File: src/hdl/crtc_pkg.sv
// Shared types, register indices, masks and timing constants of the CRT controller.
package crtc_pkg;

    // Transaction opcodes
    localparam logic [1:0] OP_TICK  = 2'd0;
    localparam logic [1:0] OP_WRITE = 2'd1;
    localparam logic [1:0] OP_READ  = 2'd2;

    // Bus port select
    localparam logic PORT_INDEX = 1'b0;
    localparam logic PORT_DATA  = 1'b1;

    // Register file geometry
    localparam int unsigned NUM_REGS      = 18;
    localparam int unsigned NUM_WRITABLE  = 16;
    localparam int unsigned CURSOR_ROWS   = 32;

    // Register indices
    localparam logic [4:0] REG_H_TOTAL      = 5'd0;
    localparam logic [4:0] REG_H_DISPLAYED  = 5'd1;
    localparam logic [4:0] REG_HSYNC_POS    = 5'd2;
    localparam logic [4:0] REG_SYNC_WIDTH   = 5'd3;
    localparam logic [4:0] REG_V_TOTAL      = 5'd4;
    localparam logic [4:0] REG_V_ADJUST     = 5'd5;
    localparam logic [4:0] REG_V_DISPLAYED  = 5'd6;
    localparam logic [4:0] REG_VSYNC_POS    = 5'd7;
    localparam logic [4:0] REG_MAX_SCANLINE = 5'd9;
    localparam logic [4:0] REG_CURSOR_START = 5'd10;
    localparam logic [4:0] REG_CURSOR_END   = 5'd11;
    localparam logic [4:0] REG_START_HI     = 5'd12;
    localparam logic [4:0] REG_START_LO     = 5'd13;
    localparam logic [4:0] REG_CURSOR_HI    = 5'd14;
    localparam logic [4:0] REG_CURSOR_LO    = 5'd15;
    localparam logic [4:0] REG_LPEN_HI      = 5'd16;
    localparam logic [4:0] REG_LPEN_LO      = 5'd17;

    localparam logic [7:0] REG_MASK [0:NUM_REGS-1] = '{
        8'hFF, 8'hFF, 8'hFF, 8'hFF, 8'h7F, 8'h1F, 8'h7F, 8'h7F, 8'h03,
        8'h1F, 8'h7F, 8'h1F, 8'h3F, 8'hFF, 8'h3F, 8'hFF, 8'h00, 8'h00
    };

    // Cursor attribute codes (bits 6:5 of the cursor start register)
    localparam logic [1:0] CUR_ATTR_SOLID = 2'd0;
    localparam logic [1:0] CUR_ATTR_OFF   = 2'd1;
    localparam logic [1:0] CUR_ATTR_FAST  = 2'd2;
    localparam logic [1:0] CUR_ATTR_SLOW  = 2'd3;

    // Cursor mode bits
    localparam int unsigned CM_ENABLED = 0;
    localparam int unsigned CM_BLINK   = 1;
    localparam int unsigned CM_SLOW    = 2;
    localparam logic [2:0]  CM_RESET   = 3'b010;

    // Status flag bits
    localparam int unsigned ST_HS  = 0;
    localparam int unsigned ST_VS  = 1;
    localparam int unsigned ST_HB  = 2;
    localparam int unsigned ST_VB  = 3;
    localparam int unsigned ST_DE  = 4;
    localparam int unsigned ST_HBD = 5;
    localparam int unsigned ST_VBD = 6;
    localparam int unsigned ST_CUR = 7;

    // Frame flag bits
    localparam int unsigned FR_LAST_ROW  = 0;
    localparam int unsigned FR_LAST_LINE = 1;
    localparam int unsigned FR_IN_VTA    = 2;
    localparam int unsigned FR_LAST_VBL  = 3;

    // Timing constants
    localparam logic [7:0] BLINK_FAST       = 8'd8;
    localparam logic [7:0] BLINK_SLOW       = 8'd16;
    localparam logic [7:0] VBLANK_LINES     = 8'd16;
    localparam logic [7:0] UNREADABLE_VALUE = 8'd0;
    localparam logic [7:0] INDEX_READ_VALUE = 8'hFF;

    typedef struct packed {
        logic [1:0] opcode;
        logic       port_sel;
        logic [7:0] data_in;
        logic [7:0] adapter_width;
        logic       adapter_width_valid;
    } crtc_item_t;

    typedef struct packed {
        logic        hsync;
        logic        vsync;
        logic        hblank;
        logic        vblank;
        logic        display_enable;
        logic        hborder;
        logic        vborder;
        logic        cursor;
        logic [15:0] mem_address;
        logic [7:0]  read_data;
    } crtc_result_t;

    // Register view handed from the register file to the timing unit
    typedef struct packed {
        logic [7:0]             h_total;
        logic [7:0]             h_displayed;
        logic [7:0]             hsync_pos;
        logic [7:0]             sync_width;
        logic [6:0]             v_total;
        logic [4:0]             v_adjust;
        logic [6:0]             v_displayed;
        logic [6:0]             vsync_pos;
        logic [4:0]             max_scanline;
        logic [15:0]            start_addr;
        logic [15:0]            cursor_addr;
        logic [CURSOR_ROWS-1:0] cursor_rows;
        logic [2:0]             cursor_mode;
    } crtc_cfg_t;

endpackage

File: src/hdl/crtc_regs.sv
// Register file, index register, cursor line map and cursor mode of the CRT controller.
module crtc_regs (
    input  logic                clk,
    input  logic                rst_n,
    input  logic                wr_en,
    input  logic                port_sel,
    input  logic [7:0]          data_in,
    output logic [7:0]          rd_data,
    output crtc_pkg::crtc_cfg_t cfg
);

    logic [7:0]  reg_file_reg [0:crtc_pkg::NUM_WRITABLE-1];
    logic [4:0]  reg_index_reg;
    logic [2:0]  cursor_mode_reg;
    logic [2:0]  cursor_mode_next;
    logic [crtc_pkg::CURSOR_ROWS-1:0] cursor_rows_reg;
    logic [crtc_pkg::CURSOR_ROWS-1:0] cursor_rows_next;

    logic        data_wr;
    logic        index_wr;
    logic [7:0]  wr_value;
    logic [4:0]  r9_new;
    logic [4:0]  start_new;
    logic [4:0]  end_new;
    logic        map_update;

    assign index_wr = wr_en && (port_sel == crtc_pkg::PORT_INDEX) && (data_in <= 8'd17);
    assign data_wr  = wr_en && (port_sel == crtc_pkg::PORT_DATA)
                      && (reg_index_reg < 5'(crtc_pkg::NUM_WRITABLE));
    assign wr_value = data_in & crtc_pkg::REG_MASK[reg_index_reg];

    // Values of R9..R11 as they stand after this write
    always_comb
    begin
        r9_new    = reg_file_reg[crtc_pkg::REG_MAX_SCANLINE[3:0]][4:0];
        start_new = reg_file_reg[crtc_pkg::REG_CURSOR_START[3:0]][4:0];
        end_new   = reg_file_reg[crtc_pkg::REG_CURSOR_END[3:0]][4:0];
        if (data_wr && reg_index_reg == crtc_pkg::REG_MAX_SCANLINE)
        begin
            r9_new = wr_value[4:0];
        end
        if (data_wr && reg_index_reg == crtc_pkg::REG_CURSOR_START)
        begin
            start_new = wr_value[4:0];
        end
        if (data_wr && reg_index_reg == crtc_pkg::REG_CURSOR_END)
        begin
            end_new = wr_value[4:0];
        end
    end

    assign map_update = data_wr && (reg_index_reg == crtc_pkg::REG_MAX_SCANLINE
                                    || reg_index_reg == crtc_pkg::REG_CURSOR_START
                                    || reg_index_reg == crtc_pkg::REG_CURSOR_END);

    // Rebuild the cursor line map from the masked start line, end line and maximum scanline
    always_comb
    begin
        cursor_rows_next = '0;
        if (start_new <= r9_new)
        begin
            for (int i = 0; i < crtc_pkg::CURSOR_ROWS; i++)
            begin
                if (start_new <= end_new)
                begin
                    cursor_rows_next[i] = (5'(i) >= start_new) && (5'(i) <= end_new);
                end
                else
                begin
                    cursor_rows_next[i] = (5'(i) <= end_new) || (5'(i) >= start_new);
                end
            end
        end
    end

    always_comb
    begin
        cursor_mode_next = cursor_mode_reg;
        case (data_in[6:5])
            crtc_pkg::CUR_ATTR_SOLID:
            begin
                cursor_mode_next = cursor_mode_reg;
                cursor_mode_next[crtc_pkg::CM_ENABLED] = 1'b1;
                cursor_mode_next[crtc_pkg::CM_BLINK]   = 1'b0;
            end
            crtc_pkg::CUR_ATTR_OFF:
            begin
                cursor_mode_next = cursor_mode_reg;
                cursor_mode_next[crtc_pkg::CM_ENABLED] = 1'b0;
                cursor_mode_next[crtc_pkg::CM_BLINK]   = 1'b0;
            end
            crtc_pkg::CUR_ATTR_FAST:
            begin
                cursor_mode_next = 3'b011;
            end
            default:
            begin
                cursor_mode_next = 3'b111;
            end
        endcase
    end

    always_ff @(posedge clk or negedge rst_n)
    begin
        if (!rst_n)
        begin
            for (int i = 0; i < crtc_pkg::NUM_WRITABLE; i++)
            begin
                reg_file_reg[i] <= 8'd0;
            end
            reg_index_reg   <= 5'd0;
            cursor_mode_reg <= crtc_pkg::CM_RESET;
            cursor_rows_reg <= '0;
        end
        else
        begin
            if (index_wr)
            begin
                reg_index_reg <= data_in[4:0];
            end
            if (data_wr)
            begin
                reg_file_reg[reg_index_reg[3:0]] <= wr_value;
                if (reg_index_reg == crtc_pkg::REG_CURSOR_START)
                begin
                    cursor_mode_reg <= cursor_mode_next;
                end
            end
            if (map_update)
            begin
                cursor_rows_reg <= cursor_rows_next;
            end
        end
    end

    // Bus read: light pen registers are never written and read as zero
    always_comb
    begin
        if (port_sel == crtc_pkg::PORT_INDEX)
        begin
            rd_data = crtc_pkg::INDEX_READ_VALUE;
        end
        else if (reg_index_reg == crtc_pkg::REG_CURSOR_HI
                 || reg_index_reg == crtc_pkg::REG_CURSOR_LO)
        begin
            rd_data = reg_file_reg[reg_index_reg[3:0]];
        end
        else if (reg_index_reg == crtc_pkg::REG_LPEN_HI
                 || reg_index_reg == crtc_pkg::REG_LPEN_LO)
        begin
            rd_data = 8'd0;
        end
        else
        begin
            rd_data = crtc_pkg::UNREADABLE_VALUE;
        end
    end

    always_comb
    begin
        cfg.h_total      = reg_file_reg[crtc_pkg::REG_H_TOTAL[3:0]];
        cfg.h_displayed  = reg_file_reg[crtc_pkg::REG_H_DISPLAYED[3:0]];
        cfg.hsync_pos    = reg_file_reg[crtc_pkg::REG_HSYNC_POS[3:0]];
        cfg.sync_width   = reg_file_reg[crtc_pkg::REG_SYNC_WIDTH[3:0]];
        cfg.v_total      = reg_file_reg[crtc_pkg::REG_V_TOTAL[3:0]][6:0];
        cfg.v_adjust     = reg_file_reg[crtc_pkg::REG_V_ADJUST[3:0]][4:0];
        cfg.v_displayed  = reg_file_reg[crtc_pkg::REG_V_DISPLAYED[3:0]][6:0];
        cfg.vsync_pos    = reg_file_reg[crtc_pkg::REG_VSYNC_POS[3:0]][6:0];
        cfg.max_scanline = reg_file_reg[crtc_pkg::REG_MAX_SCANLINE[3:0]][4:0];
        cfg.start_addr   = {reg_file_reg[crtc_pkg::REG_START_HI[3:0]],
                            reg_file_reg[crtc_pkg::REG_START_LO[3:0]]};
        cfg.cursor_addr  = {reg_file_reg[crtc_pkg::REG_CURSOR_HI[3:0]],
                            reg_file_reg[crtc_pkg::REG_CURSOR_LO[3:0]]};
        cfg.cursor_rows  = cursor_rows_reg;
        cfg.cursor_mode  = cursor_mode_reg;
    end

endmodule

File: src/hdl/crtc_timing.sv
// Character, scanline, row, adjust, sync and blink counters with the status flags.
module crtc_timing (
    input  logic                clk,
    input  logic                rst_n,
    input  logic                tick_en,
    input  logic [7:0]          eff_width,
    input  crtc_pkg::crtc_cfg_t cfg,
    output logic [7:0]          status,
    output logic [15:0]         address
);

    logic [7:0]  cc_reg,   cc_next;
    logic [7:0]  rc_reg,   rc_next;
    logic [4:0]  sc_reg,   sc_next;
    logic [4:0]  adj_reg,  adj_next;
    logic [7:0]  hsc_reg,  hsc_next;
    logic [7:0]  vsc_reg,  vsc_next;
    logic [7:0]  hst_reg,  hst_next;
    logic [15:0] addr_reg, addr_next;
    logic [15:0] rsa_reg,  rsa_next;
    logic [15:0] fsl_reg,  fsl_next;
    logic [7:0]  bc_reg,   bc_next;
    logic        bp_reg,   bp_next;
    logic [7:0]  st_reg,   st_next;
    logic [3:0]  fr_reg,   fr_next;

    logic [8:0]  line_end;
    logic [5:0]  row_end;
    logic [7:0]  blink_rate;
    logic        cur_on;

    assign line_end   = {1'b0, cfg.h_total} + 9'd1;
    assign row_end    = {1'b0, cfg.max_scanline} + 6'd1;
    assign blink_rate = cfg.cursor_mode[crtc_pkg::CM_SLOW] ? crtc_pkg::BLINK_SLOW
                                                            : crtc_pkg::BLINK_FAST;

    always_comb
    begin
        cc_next   = cc_reg;
        rc_next   = rc_reg;
        sc_next   = sc_reg;
        adj_next  = adj_reg;
        hsc_next  = hsc_reg;
        vsc_next  = vsc_reg;
        hst_next  = hst_reg;
        addr_next = addr_reg;
        rsa_next  = rsa_reg;
        fsl_next  = fsl_reg;
        bc_next   = bc_reg;
        bp_next   = bp_reg;
        st_next   = st_reg;
        fr_next   = fr_reg;
        cur_on    = 1'b0;

        if (tick_en)
        begin
            st_next[crtc_pkg::ST_HS] = 1'b0;
            st_next[crtc_pkg::ST_VS] = 1'b0;

            if (cc_reg == 8'd0)
            begin
                st_next[crtc_pkg::ST_HBD] = 1'b0;
                if (rc_reg == 8'd0)
                begin
                    addr_next = fsl_reg;
                end
            end
            if (cc_reg < 8'd2 && rc_reg == {1'b0, cfg.v_total})
            begin
                fr_next[crtc_pkg::FR_LAST_ROW]  = 1'b1;
                fr_next[crtc_pkg::FR_LAST_LINE] = (sc_reg == cfg.max_scanline);
                adj_next = 5'd0;
            end

            cc_next   = cc_reg + 8'd1;
            addr_next = addr_next + 16'd1;

            // Horizontal blanking: count towards the sync target and the blank end
            if (st_next[crtc_pkg::ST_HB])
            begin
                hsc_next = hsc_reg + 8'd1;
                hst_next = (eff_width < cfg.sync_width) ? eff_width : cfg.sync_width;
                if (hsc_next == hst_next)
                begin
                    if (st_next[crtc_pkg::ST_VB] && vsc_reg == crtc_pkg::VBLANK_LINES)
                    begin
                        fr_next[crtc_pkg::FR_LAST_VBL] = 1'b1;
                        vsc_next = 8'd0;
                        st_next[crtc_pkg::ST_VS] = 1'b1;
                    end
                    st_next[crtc_pkg::ST_HS] = 1'b1;
                end
                if (hsc_next == cfg.sync_width)
                begin
                    st_next[crtc_pkg::ST_HB] = 1'b0;
                    hsc_next = 8'd0;
                end
            end

            if (cc_next == cfg.h_displayed)
            begin
                if (sc_reg == cfg.max_scanline)
                begin
                    rsa_next = addr_next;
                end
                st_next[crtc_pkg::ST_DE]  = 1'b0;
                st_next[crtc_pkg::ST_HBD] = 1'b1;
            end

            if (cc_next == cfg.hsync_pos)
            begin
                hst_next = eff_width;
                st_next[crtc_pkg::ST_HB] = 1'b1;
                hsc_next = 8'd0;
            end

            // End of scanline
            if ({1'b0, cc_next} == line_end)
            begin
                if (fr_next[crtc_pkg::FR_LAST_VBL])
                begin
                    st_next[crtc_pkg::ST_HBD] = 1'b1;
                end
                if (st_next[crtc_pkg::ST_VB])
                begin
                    vsc_next = vsc_next + 8'd1;
                end
                if (fr_next[crtc_pkg::FR_LAST_VBL])
                begin
                    fr_next[crtc_pkg::FR_LAST_VBL] = 1'b0;
                    st_next[crtc_pkg::ST_VB] = 1'b0;
                end
                cc_next = 8'd0;
                st_next[crtc_pkg::ST_HBD] = 1'b0;
                sc_next   = sc_reg + 5'd1;
                addr_next = rsa_next;

                if (!st_next[crtc_pkg::ST_VB] && rc_reg < {1'b0, cfg.v_displayed})
                begin
                    st_next[crtc_pkg::ST_DE]  = 1'b1;
                    st_next[crtc_pkg::ST_HBD] = 1'b0;
                end

                // End of character row
                if ({1'b0, sc_next} == row_end)
                begin
                    sc_next   = 5'd0;
                    rc_next   = rc_reg + 8'd1;
                    addr_next = rsa_next;
                    if (rc_next == {1'b0, cfg.vsync_pos})
                    begin
                        st_next[crtc_pkg::ST_VB] = 1'b1;
                        st_next[crtc_pkg::ST_DE] = 1'b0;
                        if (cfg.cursor_mode[crtc_pkg::CM_BLINK])
                        begin
                            bc_next = bc_reg + 8'd1;
                            if (bc_next == blink_rate)
                            begin
                                bc_next = 8'd0;
                                bp_next = ~bp_reg;
                            end
                        end
                    end
                    if (fr_next[crtc_pkg::FR_LAST_LINE])
                    begin
                        fr_next[crtc_pkg::FR_IN_VTA]    = 1'b1;
                        fr_next[crtc_pkg::FR_LAST_ROW]  = 1'b0;
                        fr_next[crtc_pkg::FR_LAST_LINE] = 1'b0;
                    end
                end

                if (rc_next == {1'b0, cfg.v_displayed})
                begin
                    st_next[crtc_pkg::ST_DE]  = 1'b0;
                    st_next[crtc_pkg::ST_VBD] = 1'b1;
                end

                // Vertical total adjust: restart the frame once it runs out
                if (fr_next[crtc_pkg::FR_IN_VTA])
                begin
                    if (adj_next == cfg.v_adjust)
                    begin
                        fr_next[crtc_pkg::FR_IN_VTA] = 1'b0;
                        adj_next  = 5'd0;
                        cc_next   = 8'd0;
                        rc_next   = 8'd0;
                        sc_next   = 5'd0;
                        fsl_next  = cfg.start_addr;
                        addr_next = cfg.start_addr;
                        rsa_next  = cfg.start_addr;
                        st_next[crtc_pkg::ST_DE]  = 1'b1;
                        st_next[crtc_pkg::ST_VBD] = 1'b0;
                        st_next[crtc_pkg::ST_VB]  = 1'b0;
                    end
                    else
                    begin
                        adj_next = adj_next + 5'd1;
                    end
                end
            end

            cur_on = cfg.cursor_mode[crtc_pkg::CM_ENABLED]
                     && (addr_next == cfg.cursor_addr)
                     && cfg.cursor_rows[sc_next]
                     && (!cfg.cursor_mode[crtc_pkg::CM_BLINK] || bp_next);
            st_next[crtc_pkg::ST_CUR] = cur_on;
        end
    end

    always_ff @(posedge clk or negedge rst_n)
    begin
        if (!rst_n)
        begin
            cc_reg   <= 8'd0;
            rc_reg   <= 8'd0;
            sc_reg   <= 5'd0;
            adj_reg  <= 5'd0;
            hsc_reg  <= 8'd0;
            vsc_reg  <= 8'd0;
            hst_reg  <= 8'd0;
            addr_reg <= 16'd0;
            rsa_reg  <= 16'd0;
            fsl_reg  <= 16'd0;
            bc_reg   <= 8'd0;
            bp_reg   <= 1'b0;
            st_reg   <= 8'd0;
            fr_reg   <= 4'd0;
        end
        else
        begin
            cc_reg   <= cc_next;
            rc_reg   <= rc_next;
            sc_reg   <= sc_next;
            adj_reg  <= adj_next;
            hsc_reg  <= hsc_next;
            vsc_reg  <= vsc_next;
            hst_reg  <= hst_next;
            addr_reg <= addr_next;
            rsa_reg  <= rsa_next;
            fsl_reg  <= fsl_next;
            bc_reg   <= bc_next;
            bp_reg   <= bp_next;
            st_reg   <= st_next;
            fr_reg   <= fr_next;
        end
    end

    // Flags and address as they stand after this transaction
    assign status  = st_next;
    assign address = addr_next;

endmodule

File: src/hdl/crt_controller_timing.sv
// Top level of the CRT controller: input and result registers around the timing core.
//
// Usage: each transaction on the item channel is a character tick, a bus write
// (index or data port) or a bus read. Every item yields exactly one result on
// the result channel with the sync, blanking, display, border and cursor flags,
// the video memory address and, for reads, the register data.
// Both channels use valid/stall; a transaction completes on a rising edge with
// valid high and stall low.
// Path: a taken item waits in the input register, and the step logic loads its result
// into the result register whenever that register is free or being taken.
// Throughput: one item per cycle while result_stall is low; the step logic between
// the input register and the result register settles the whole tick combinationally.
// Stall: while a result is held by result_stall the input register keeps its
// item and item_stall rises once it is full; nothing is dropped.
// Reset: rst_n clears the register file, index and counters to zero, the cursor mode to
// disabled with blink set at the fast rate, and empties both stages.
module crt_controller_timing (
    input  logic                   clk,
    input  logic                   rst_n,
    input  logic                   item_valid,
    output logic                   item_stall,
    input  crtc_pkg::crtc_item_t   item,
    output logic                   result_valid,
    input  logic                   result_stall,
    output crtc_pkg::crtc_result_t result
);

    logic                   in_valid_reg;
    crtc_pkg::crtc_item_t   in_item_reg;
    logic                   out_valid_reg;
    crtc_pkg::crtc_result_t out_result_reg;
    crtc_pkg::crtc_result_t out_result_next;

    logic                   advance;
    logic                   process;
    logic                   tick_en;
    logic                   wr_en;
    logic [7:0]             eff_width;
    logic [7:0]             rd_data;
    logic [7:0]             status;
    logic [15:0]            address;
    crtc_pkg::crtc_cfg_t    cfg;

    // Advance the pipeline whenever the result register is free or being taken
    assign advance    = !(out_valid_reg && result_stall);
    assign process    = in_valid_reg && advance;
    assign item_stall = in_valid_reg && !advance;

    assign tick_en   = process && (in_item_reg.opcode == crtc_pkg::OP_TICK);
    assign wr_en     = process && (in_item_reg.opcode == crtc_pkg::OP_WRITE);
    assign eff_width = in_item_reg.adapter_width_valid ? in_item_reg.adapter_width
                                                       : cfg.sync_width;

    crtc_regs u_regs (
        .clk      (clk),
        .rst_n    (rst_n),
        .wr_en    (wr_en),
        .port_sel (in_item_reg.port_sel),
        .data_in  (in_item_reg.data_in),
        .rd_data  (rd_data),
        .cfg      (cfg)
    );

    crtc_timing u_timing (
        .clk       (clk),
        .rst_n     (rst_n),
        .tick_en   (tick_en),
        .eff_width (eff_width),
        .cfg       (cfg),
        .status    (status),
        .address   (address)
    );

    // Assemble the result; bus transactions report the flags held from the last tick
    always_comb
    begin
        out_result_next.hsync          = status[crtc_pkg::ST_HS];
        out_result_next.vsync          = status[crtc_pkg::ST_VS];
        out_result_next.hblank         = status[crtc_pkg::ST_HB];
        out_result_next.vblank         = status[crtc_pkg::ST_VB];
        out_result_next.display_enable = status[crtc_pkg::ST_DE];
        out_result_next.hborder        = status[crtc_pkg::ST_HBD];
        out_result_next.vborder        = status[crtc_pkg::ST_VBD];
        out_result_next.cursor         = status[crtc_pkg::ST_CUR];
        out_result_next.mem_address    = address;
        out_result_next.read_data      = (in_item_reg.opcode == crtc_pkg::OP_READ) ? rd_data
                                                                                   : 8'd0;
    end

    // Input register: hold the item while the result side stalls
    always_ff @(posedge clk or negedge rst_n)
    begin
        if (!rst_n)
        begin
            in_valid_reg <= 1'b0;
        end
        else if (!item_stall)
        begin
            in_valid_reg <= item_valid;
        end
    end

    always_ff @(posedge clk)
    begin
        if (item_valid && !item_stall)
        begin
            in_item_reg <= item;
        end
    end

    // Result register
    always_ff @(posedge clk or negedge rst_n)
    begin
        if (!rst_n)
        begin
            out_valid_reg <= 1'b0;
        end
        else if (advance)
        begin
            out_valid_reg <= in_valid_reg;
        end
    end

    always_ff @(posedge clk)
    begin
        if (process)
        begin
            out_result_reg <= out_result_next;
        end
    end

    assign result_valid = out_valid_reg;
    assign result       = out_result_reg;

`ifndef SYNTHESIS
    // Vertical sync only fires together with horizontal sync
    assert property (@(posedge clk) disable iff (!rst_n)
        result_valid |-> (!result.vsync || result.hsync))
    else $error("vsync reported without hsync");

    // Display enable is never active inside vertical blanking
    assert property (@(posedge clk) disable iff (!rst_n)
        result_valid |-> !(result.display_enable && result.vblank))
    else $error("display enable during vertical blanking");

    // A new result only follows an item held in the input register
    assert property (@(posedge clk) disable iff (!rst_n)
        $rose(out_valid_reg) |-> $past(in_valid_reg))
    else $error("result raised without a held item");

    // A stalled full input register holds its item
    assert property (@(posedge clk) disable iff (!rst_n)
        (in_valid_reg && out_valid_reg && result_stall) |=> in_valid_reg)
    else $error("held item dropped while result stalled");
`endif

endmodule
File: config.mk
export PLATFORM = sky130hd
export DESIGN_NAME = crt_controller_timing
export DESIGN_NICKNAME = d
export VERILOG_FILES = /design/src/hdl/crtc_pkg.sv /design/src/hdl/crtc_regs.sv /design/src/hdl/crtc_timing.sv /design/src/hdl/crt_controller_timing.sv
export SDC_FILE = /design/constraint.sdc
export NUM_CORES = 1
export LEC_CHECK = 0
export BUFFER_PORTS_ARGS = -buffer_cell sky130_fd_sc_hd__clkbuf_2
export CAP_MARGIN = 20
export CELL_PAD_IN_SITES_DETAIL_PLACEMENT = 0
export CELL_PAD_IN_SITES_GLOBAL_PLACEMENT = 1
export CORE_MARGIN = 4
export CORE_UTILIZATION = 46
export CTS_BUF_LIST = sky130_fd_sc_hd__clkbuf_8
export CTS_CLUSTER_DIAMETER = 200
export CTS_CLUSTER_SIZE = 16
export DETAILED_ROUTE_END_ITERATION = 8
export MAX_ROUTING_LAYER = met4
export PLACE_DENSITY_LB_ADDON = 0.05
export SLEW_MARGIN = 20
export SYNTH_ARGS = -nofsm -noshare
export SYNTH_HDL_FRONTEND = slang
export SYNTH_HIERARCHICAL = 1
export SYNTH_SLANG_ARGS = --single-unit
File: constraint.sdc
create_clock -name clk -period 4.58 [get_ports clk]
set_input_delay 0 -clock clk [delete_from_list [all_inputs] [get_ports clk]]
set_output_delay 0 -clock clk [all_outputs]
set_load 0.01 [all_outputs]
### After elaboration in Yosys (flattened, before gate mapping)

Memory sizes are Yosys's and may differ from the RTL's.
Index checks and enable logic that the tools add are counted.

* add/sub/neg operators: 10
* magnitude comparators: 75
* equal/unequal tests: 23
* muxes and demuxes: 129
* bitwise gates (word level): 7
* reductions and logical operators: 104

Operator list (number)
* 8-bit two-way mux: 26
* 16-bit two-way mux: 11
* 128-bit bitwise mux: 1
* 5-bit greater-or-equal comparator, first input constant: 16
* 5-bit less-or-equal comparator, first input constant: 16
* 5-bit two-way mux: 14
* 1-bit two-way mux: 57
* 1-bit logical AND: 53
* 8-bit by 1-bit adder with 8-bit output, second input constant: 5
* 8-bit == test: 5
* 4-bit by 5-bit greater-or-equal comparator with 1-bit output, first input constant: 8
* 4-bit by 5-bit less-or-equal comparator with 1-bit output, first input constant: 8
* 1-bit logical OR: 36
* 8-bit binary-select mux with 4-bit select: 1
* 8-bit demux with 4-bit select: 1
* 32-bit two-way mux: 1
* 5-bit by 4-bit == test with 1-bit output, second input constant: 5
* 8-bit by 7-bit == test with 1-bit output: 3
* 3-bit by 5-bit greater-or-equal comparator with 1-bit output, first input constant: 4
* 3-bit by 5-bit less-or-equal comparator with 1-bit output, first input constant: 4
* 16-bit by 1-bit adder with 16-bit output, second input constant: 1
* 16-bit == test: 1
* 8-bit zero test: 2
* 2-bit two-way mux: 8
* other kinds (37): 61

* register bits: 333
* bits in read-only memories: 256
* bits of input ports: 24
* output and inout bits: 34
* logic and storage cells: 400
* memories: 1

Memories
* (no name shown): words 32, width 8, read ports 1, clocked after memory_dff 0, write ports 0, line crtc_regs.sv:30 `assign wr_value = data_in & crtc_pkg::REG_MASK[reg_index_reg];`

### Longest topological paths before layout

Gate-level depths: netlist (run 1).

* word-level depth: 20
* depth in mapped cells: 21
* gate-level depth less buffers: 17

### Hierarchy

Netlist (run 1), hierarchy kept.

Modules (own cells, without submodules)
* crtc_timing: instances 1, cells an instance 1079, area each 9178.8 µm², seq. area each 2752.6 µm²
* crtc_regs: instances 1, cells an instance 797, area each 7896.3 µm², seq. area each 3629.7 µm²
* crt_controller_timing: instances 1, cells an instance 81, area each 1861.8 µm², seq. area each 1611.5 µm²

### Worst setup path before layout (run 1)

Ideal clock, no wire load.

* path kind: register to register
* start: register u_timing.rc_reg[0]
* end: register out_result_reg, in the netlist result[24] (data pin)
* library setup time: 0.138 ns
* arrival: 4.161 ns
* data required time: 4.442 ns
* path slack: 0.281 ns
* cell stages (with the launch flop): 21
* buffers on the path: 4
* period minus slack after synthesis: 4.299 ns
* cells stage by stage: dfrtp_1 -> buf_2 -> inv_1 -> ha_1 -> nor4b_1 -> and4_1 -> clkbuf_1 -> buf_2 -> buf_2 -> mux2i_1 -> inv_1 -> ha_1 -> nand2_1 -> a21o_1 -> xnor2_1 -> nor2_1 -> a221oi_2 -> xnor2_1 -> or4_1 -> nor4_1 -> a32o_1

* longest elaborated chain between the ends: 16
* elaborated cells between the ends (all ways): 40
* classes of those cells: 2 x add/sub; 4 x eq/ne; 28 x mux; 6 x reduce/logical

Ends and longest elaborated chain
* from (decl): line crtc_timing.sv:13 `logic [7:0] rc_reg, rc_next;`
* from (signal assigned): line crtc_timing.sv:232 `rc_reg <= rc_next;`
* 8-bit zero test or 8-bit by 7-bit == test with 1-bit output (tied branches): line crtc_timing.sv:63, crtc_timing.sv:68
* 16-bit two-way mux or 1-bit logical AND (tied branches): line crtc_timing.sv:63, crtc_timing.sv:68
* 16-bit two-way mux or 2-bit two-way mux (tied branches): line crtc_timing.sv:60, crtc_timing.sv:68
* 16-bit two-way mux or 2-bit two-way mux (tied branches): line crtc_timing.sv:55 `if (tick_en)`
* 16-bit by 1-bit adder with 16-bit output or 3-bit two-way mux (tied branches): line crtc_timing.sv:76, crtc_timing.sv:164
* 16-bit two-way mux or 3-bit two-way mux (tied branches): line crtc_timing.sv:102, crtc_timing.sv:145
* 16-bit two-way mux or 3-bit two-way mux (tied branches): line crtc_timing.sv:100, crtc_timing.sv:118
* 16-bit two-way mux or 3-bit two-way mux (tied branches): line crtc_timing.sv:181, crtc_timing.sv:55
* 16-bit two-way mux or 5-bit two-way mux (tied branches): line crtc_timing.sv:179 `if (fr_next[crtc_pkg::FR_IN_VTA])`
* 16-bit two-way mux or 5-bit two-way mux (tied branches): line crtc_timing.sv:118 `if ({1'b0, cc_next} == line_end)`
* 16-bit two-way mux or 5-bit two-way mux (tied branches): line crtc_timing.sv:55
* 16-bit == test or 1-bit binary-select mux with 5-bit select (tied branches): line crtc_timing.sv:203, crtc_timing.sv:204
* 1-bit logical AND or 1-bit two-way mux (tied branches): line crtc_timing.sv:203, crtc_timing.sv:204
* 1-bit logical AND: line crtc_timing.sv:204 `&& cfg.cursor_rows[sc_next]`
* 1-bit logical AND (*): line crtc_timing.sv:205 `&& (!cfg.cursor_mode[crtc_pkg::CM_BLINK] || bp_next);`
* 8-bit two-way mux (*): line crtc_timing.sv:55
* named net status[7]: line crt_controller_timing.sv:40 `logic [7:0] status;`
* to (signal assigned): line crt_controller_timing.sv:128 `out_result_reg <= out_result_next;`
* to (decl): line crt_controller_timing.sv:31 `crtc_pkg::crtc_result_t out_result_reg;`

Mark *: on every way through the listed nets, which the timed path passes. The rest lies on a longest branch. The select of a mux whose other input is x is not followed.
A chain may end at the register's enable or synchronous reset.

### Worst setup path after layout (run 1)

* start: register u_timing.sc_reg[0]
* end: register out_result_reg, in the netlist result[24] (data pin)

* longest elaborated chain between the ends: 15
* elaborated cells between the ends (all ways): 31
* classes of those cells: 1 x add/sub; 3 x eq/ne; 23 x mux; 4 x reduce/logical

Ends and longest elaborated chain
* from (decl): line crtc_timing.sv:14 `logic [4:0] sc_reg, sc_next;`
* from (signal assigned): line crtc_timing.sv:233 `sc_reg <= sc_next;`
* parallel branches: the longest is 13 deep, another holds 5-bit by 1-bit adder with 5-bit output
* 1-bit logical AND (*): line crtc_timing.sv:205
* 8-bit two-way mux (*): line crtc_timing.sv:55
* named net status[7]: line crt_controller_timing.sv:40

Mark *: on every way through the listed nets, which the timed path passes. The select of a mux whose other input is x is not followed.

==> results of run 1 <==
[cell usage after synthesis, types with 28 or more instances]
cell,count
nand2_1,184
dfrtp_1,256
nor3_1,35
ha_1,35
clkbuf_1,65
mux2_2,91
nor2_1,133
xnor2_1,77
mux2i_1,60
o21ai_0,153
nand4_1,28
a21oi_1,89
nand3_1,68
edfxtp_1,52
buf_4,98
inv_1,57
xor2_1,60
[layout make-up]
class	count	area share
Timing Repair Buffer	159	0.0578
Clock buffer	23	0.0158
Tap cell	532	0.0332
Clock inverter	15	0.00343
Multi-Input combinational cell	1394	0.480
Inverter	60	0.0112
Sequential cell	309	0.399
[path summary, 6_finish.rpt]
path / start / to / slack, ns / cells after the start
min in group clk: item[5] / in_item_reg[5] / 0.11 / 2
max reg2reg: u_timing/sc_reg[0] / result[24] / 0.18 / 14
min: rst_n / u_timing/fsl_reg[12] / 0.003 / 2
min reg2reg: u_timing/vsc_reg[7] / u_timing/vsc_reg[7] / 0.48 / 1
max in group asynchronous: rst_n / u_regs/cfg[42] / 3.49 / 3
max: u_timing/sc_reg[0] / result[24] / 0.18 / 14
[where the power goes]
| part | total (mW) | switching, mW | internal (mW) | leakage [nW] |
|---|---|---|---|---|
| clock network | 1.42 | 0.949 | 0.475 | 0.247 |
| logic | 1.52 | 0.894 | 0.628 | 4.60 |
| registers | 3.22 | 0.215 | 3.01 | 3.96 |
[worst max-delay path, stage by stage (launching register included)]
cell	delay [ns]
dfrtp_1	0.49
ha_1	0.34
xor2_1	0.21
a211o_1	0.30
nor3_1	0.36
and2_1	0.35
nor2_1	0.21
a32oi_2	0.44
buf_12	0.19
mux2i_1	0.23
mux2i_1	0.10
mux2i_1	0.18
o22ai_1	0.15
a211o_1	0.35
a32o_1	0.27
[repair_timing]
action	in CTS	in global routing
hold buffers	24	0
hold endpoints to repair	111	0
buffers inserted	0	1
setup endpoints to repair	1	2
gates resized for setup	1	11
pin swaps	0	2
[layer usage]
layer / vias up / track usage / share of wire
li1: 6902 / - / -
met1: 7166 / 0.364 / 0.47
met2: 380 / 0.393 / 0.45
met3: 84 / 0.0294 / 0.046
met4: 0 / 0.0624 / 0.028
met5: - / - / 0
[cell families (layout without fill, tap and decap cells)]
group                    after synthesis  count (layout)  share of synthesized area
flip-flops                           309             309                      0.422
AO/OA/AOI/OAI                        439             439                      0.152
XOR/XNOR                             142             142                     0.0696
adder cells (fa/ha/maj)               45              45                     0.0285
AND/OR/NAND/NOR                      606             606                      0.160
buffers and inverters                254             257                     0.0729
multiplexers                         162             162                     0.0953
[stage by stage]
step | total power [mW] | hold WS [ns] | util | instance area [um^2]
finish | 6.17 | 0.00334 | 0.492 | 20100
global route | 6.49 | 0.0409 | 0.492 | 20100
CTS | 6.22 | 0.0207 | 0.491 | 20000
detailed placement | 4.75 | 0.107 | 0.476 | 19400
global placement | 4.74 | 0.0962 | 0.476 | 19400
floorplan | 4.23 | -0.296 | - | 18900
==> qor.yml, run 1 <==
outcome: "completed"
synth_cell_types: 108
fin_ws_ns: 0.184
fin_crit_ns: 4.40
hold_viol: 0
track_usage: 0.255
grt_start_max_net_pins: 96
ios: 58
maxSlewViolCount: 0
setup_viol_count_final: 0
timing.final.crit_share: 0.960
synth-edff-count: 52
seq_area_um2: 8000
clkSinkCount: 309
synth_warnings: 6
clock_latency_ns: 0.62
worst-endpoint-arrival_ns: 4.78
n_antenna_cell: 0
rsz0062_at_grt: "no"
wire_per_inst_um: 22.3
crit_fanout: 8
viasPerCell: 5.83
portBuffers: 57
syn-cell-area_um2: 18900
drtPass1Iterations: 5
ys_top_cells_by_area: "dfrtp_1 34%, edfxtp_1 8.2%, mux2_2 5.4%"
drive_above_1_share: 0.161
vdd_drop_max_uv: 322
fin_cells: 2492
h-tree-depth: 1
start_kind: "register"
drtIter0Drc: 1259
final_cell_mix: "250 x dfrtp_1, 184 x nand2_1, 151 x o21ai_0"
avgSynthCellArea_um2: 9.68
numCtsBuffers: 23
core-area_um2: 40700
slew_headroom: 0.310
grt_pass1_vias: 14383
final_common_cell: "dfrtp_1"
post-dp-hpwl_um: 40700
num-fill-cells: 3871
hold_class: "primary input to async pin"
p_leak_nw: 8.81
drt-total-wl_um: 55600
tightest_slew_ns: 1.03
multiInputGateArea_um2: 9620
seq_area_frac_synth: 0.422
synth_top_cell_area_share: 0.338
fin_nets: 2006
cts_tree: "built"
clock_path_buffers: 3
drv_cap: 0
pre_cts_ws_ns: 0.0463
drc: 0
worstSetupEndpointType: "register"
die_area_um2: 44500
yosysTopAreaCell: "dfrtp_1"
gp_congestion: 0.924
clk_pin_slew_ns: 0.11
die_x_um: 211
cts_root_buf: "clkbuf_8"
ys_dominant_reg_cell: "dfrtp_1"
die_y_um: 211
crit_type: "register to register"
largest_reg_flops: 95
netlist_instances: 1957
synth-async-reset-ratio: 0.832
max_freq_mhz: 227
powerDensity_nw_per_um2: 308
overflow: 0
fin_tns_setup_ns: 0
vias: 14532
initial_core_util: 0.465
synthesis.nets: 2016
cp.required_ns: 4.96
ant_nets: 0
dp.cells: 2429
syn_to_final_growth_pct: 5.93
row_count: 74
grt_pass1_wl_um: 87100
antenna_found_initial: 0
skew_ns: 0.0552
ys_ff_latch: 309
Note: power is estimated with default switching activity, not from simulation.
==> inputs of run 2 (changes only) <==
CORE_UTILIZATION = 40   (was 46)
==> run 2 against run 1 <==
Against the previous run: sequential share of layout area is 0.54 points lower; largest cell class unchanged; clock power hardly changed; largest power group unchanged; flip-flop and latch count unchanged; design area grew 1.3%; critical path depth is 2 lower.
==> qor.yml, run 2 (synthesized netlist as in run 1, its figures left out) <==
outcome: "completed"
initial_core_util: 0.406  # -0.0589
portBuffers: 57  # unchanged
fin_cells: 2589  # +3.9%
drive_above_1_share: 0.167  # +0.00595
wire_per_inst_um: 22.3  # +0.17%
antenna_found_initial: 1  # +1
track_usage: 0.234  # -0.0218
fin_crit_ns: 4.39  # -0.00759 ns
ff2ff_setup_slack_ns: 0.19  # about the same
timing.final.crit_share: 0.958  # -0.00166
maxSlewViolCount: 0  # unchanged
finish.utilization: 0.435  # -0.0570
rr_worst_depth: 12  # -2
largest_reg_flops: 95  # unchanged
ant_nets: 0  # unchanged
drv_cap: 0  # unchanged
p_leak_nw: 8.92  # +1.3%
vias: 14519  # -0.089%
drt-total-wl_um: 57800  # +4.1%
clock_path_buffers: 3  # unchanged
clkSinkCount: 309  # unchanged
drc: 0  # unchanged
hold_viol: 0  # unchanged
die_x_um: 226  # +7.0%
overflow: 0  # unchanged
rsz0062_at_grt: "no"
start_kind: "register"
cts_tree: "built"
crit_fanout: 10  # +2
slew_headroom: 0.248  # -0.0617
drtIter0Drc: 1034  # -18%
r2r-end: "result[24]"
num-fill-cells: 4582  # +18%
clock_latency_ns: 0.61  # about the same
multiInputGateArea_um2: 9640  # +0.14%
final_common_cell: "dfrtp_1"
powerDensity_nw_per_um2: 307  # -0.16%
worstSetupEndpointType: "register"
gp_congestion: 0.878  # -5.0%
die_y_um: 226  # +7.0%
post-dp-hpwl_um: 42800  # +5.2%
grt_pass1_vias: 14664  # +2.0%
numCtsBuffers: 23  # unchanged
cts_root_buf: "clkbuf_8"
crit_type: "register to register"
worst-endpoint-arrival_ns: 4.87  # +0.09 ns
hold_class: "primary input to async pin"
fin_nets: 2026  # +1.0%
syn_to_final_growth_pct: 7.27
core-area_um2: 46700  # +15%
fin_tns_setup_ns: 0  # unchanged
vdd_drop_max_uv: 172  # -47%
final_cell_mix: "256 x dfrtp_1, 184 x nand2_1, 151 x o21ai_0"
h-tree-depth: 1  # unchanged
grt_pass1_wl_um: 90700  # +4.1%
skew_ns: 0.0348  # -0.0204 ns
cp.required_ns: 5.06  # +0.10 ns
pre_cts_ws_ns: -0.0684  # -0.115 ns
row_count: 79  # +6.8%
fin_ws_ns: 0.192  # +0.00759 ns
grt_start_max_net_pins: 103  # +7.3%
dp.cells: 2525  # +4.0%
clk_pin_slew_ns: 0.11  # about the same
tightest_slew_ns: 1.12  # +0.0888 ns
drtPass1Iterations: 5  # unchanged
r2r-start: "u_timing/cc_reg[0]"
max_freq_mhz: 228  # +0.17%
viasPerCell: 5.61  # -3.8%
seq_area_um2: 7990  # about the same
ios: 58  # unchanged
setup_viol_count_final: 0  # unchanged
die_area_um2: 50900  # +14%
[run 2: cell count changes in the layout (fill, tap and decap cells not counted), moves of 2 or more]
cell,delta
diode_2,+2
dfrtp_1,+6
a221oi_1,-4
buf_4,+20
a221oi_2,+3
dfrtp_2,-6
[run 2: what timing repair did]
| item | in CTS | in global routing |
|---|---|---|
| endpoints found under the hold margin | 121 | 0 |
| endpoints found under the setup margin | 2 | 2 |
| buffers inserted | 0 | 0 |
| cloned | 0 | 0 |
| hold buffers | 24 | 0 |
| pin swaps | 0 | 0 |
| gates resized for setup | 3 | 5 |
[run 2: report_power, final]
group / leakage [nW] / switching (mW) / internal (mW) / total, mW
combinational: 4.71 / 0.914 / 0.674 / 1.59
clock: 0.247 / 0.959 / 0.475 / 1.43
sequential: 3.96 / 0.211 / 3.01 / 3.22
[run 2: worst max-delay path by stage]
stage / start / end / slack (ns) / cells after the start
final: u_timing/cc_reg[0] / result[24] / 0.19 / 12
after floorplan: u_timing/rc_reg[0] / result[24] / 0.28 / 20
after global routing: u_timing/cc_reg[0] / result[24] / 0.005 / 12
after CTS: u_timing/cc_reg[0] / result[24] / 0.09 / 12
after detailed placement: u_timing/rc_reg[0] / result[24] / -0.07 / 19
after global placement: u_timing/rc_reg[0] / result[24] / -0.22 / 19
[run 2: per-stage QoR]
stage | power [mW] | hold slack [ns] | instance area, um^2
6_report | 6.24 | 0.0306 | 20300
5_1_grt | 6.59 | 0.0649 | 20300
4_1_cts | 6.31 | 0.0389 | 20300
3_5_place_dp | 4.82 | 0.126 | 19600
3_3_place_gp | 4.82 | 0.122 | 19600
2_1_floorplan | 4.23 | -0.296 | 18900
[run 2: critical path, cell delays in order, from the launching register on]
cell,delay (ns)
dfrtp_1,0.45
ha_1,0.35
inv_1,0.15
nor3_1,0.07
or4_1,0.58
a221oi_4,0.40
and2_4,0.33
or2b_1,0.35
a221oi_2,0.36
xor2_1,0.14
or4_1,0.54
nor4_1,0.30
a32o_1,0.23
[run 2: routing by layer]
metal	part of all wire	global-route usage	wire length (um)	vias to the layer above
met3	0.031	0.0217	1810	53
met5	0	-	0	-
met2	0.46	0.366	26600	292
met4	0.014	0.0358	797	0
li1	-	-	-	6949
met1	0.49	0.339	28600	7225
[run 2: cell type report]
class / instances / share of cell area
inverters: 60 / 0.0111
flip-flops and latches: 309 / 0.394
clock inverters: 15 / 0.00339
clock buffers: 23 / 0.0156
diodes: 2 / 0.000246
well taps: 607 / 0.0374
multi-input cells: 1394 / 0.474
repair buffers: 179 / 0.0644
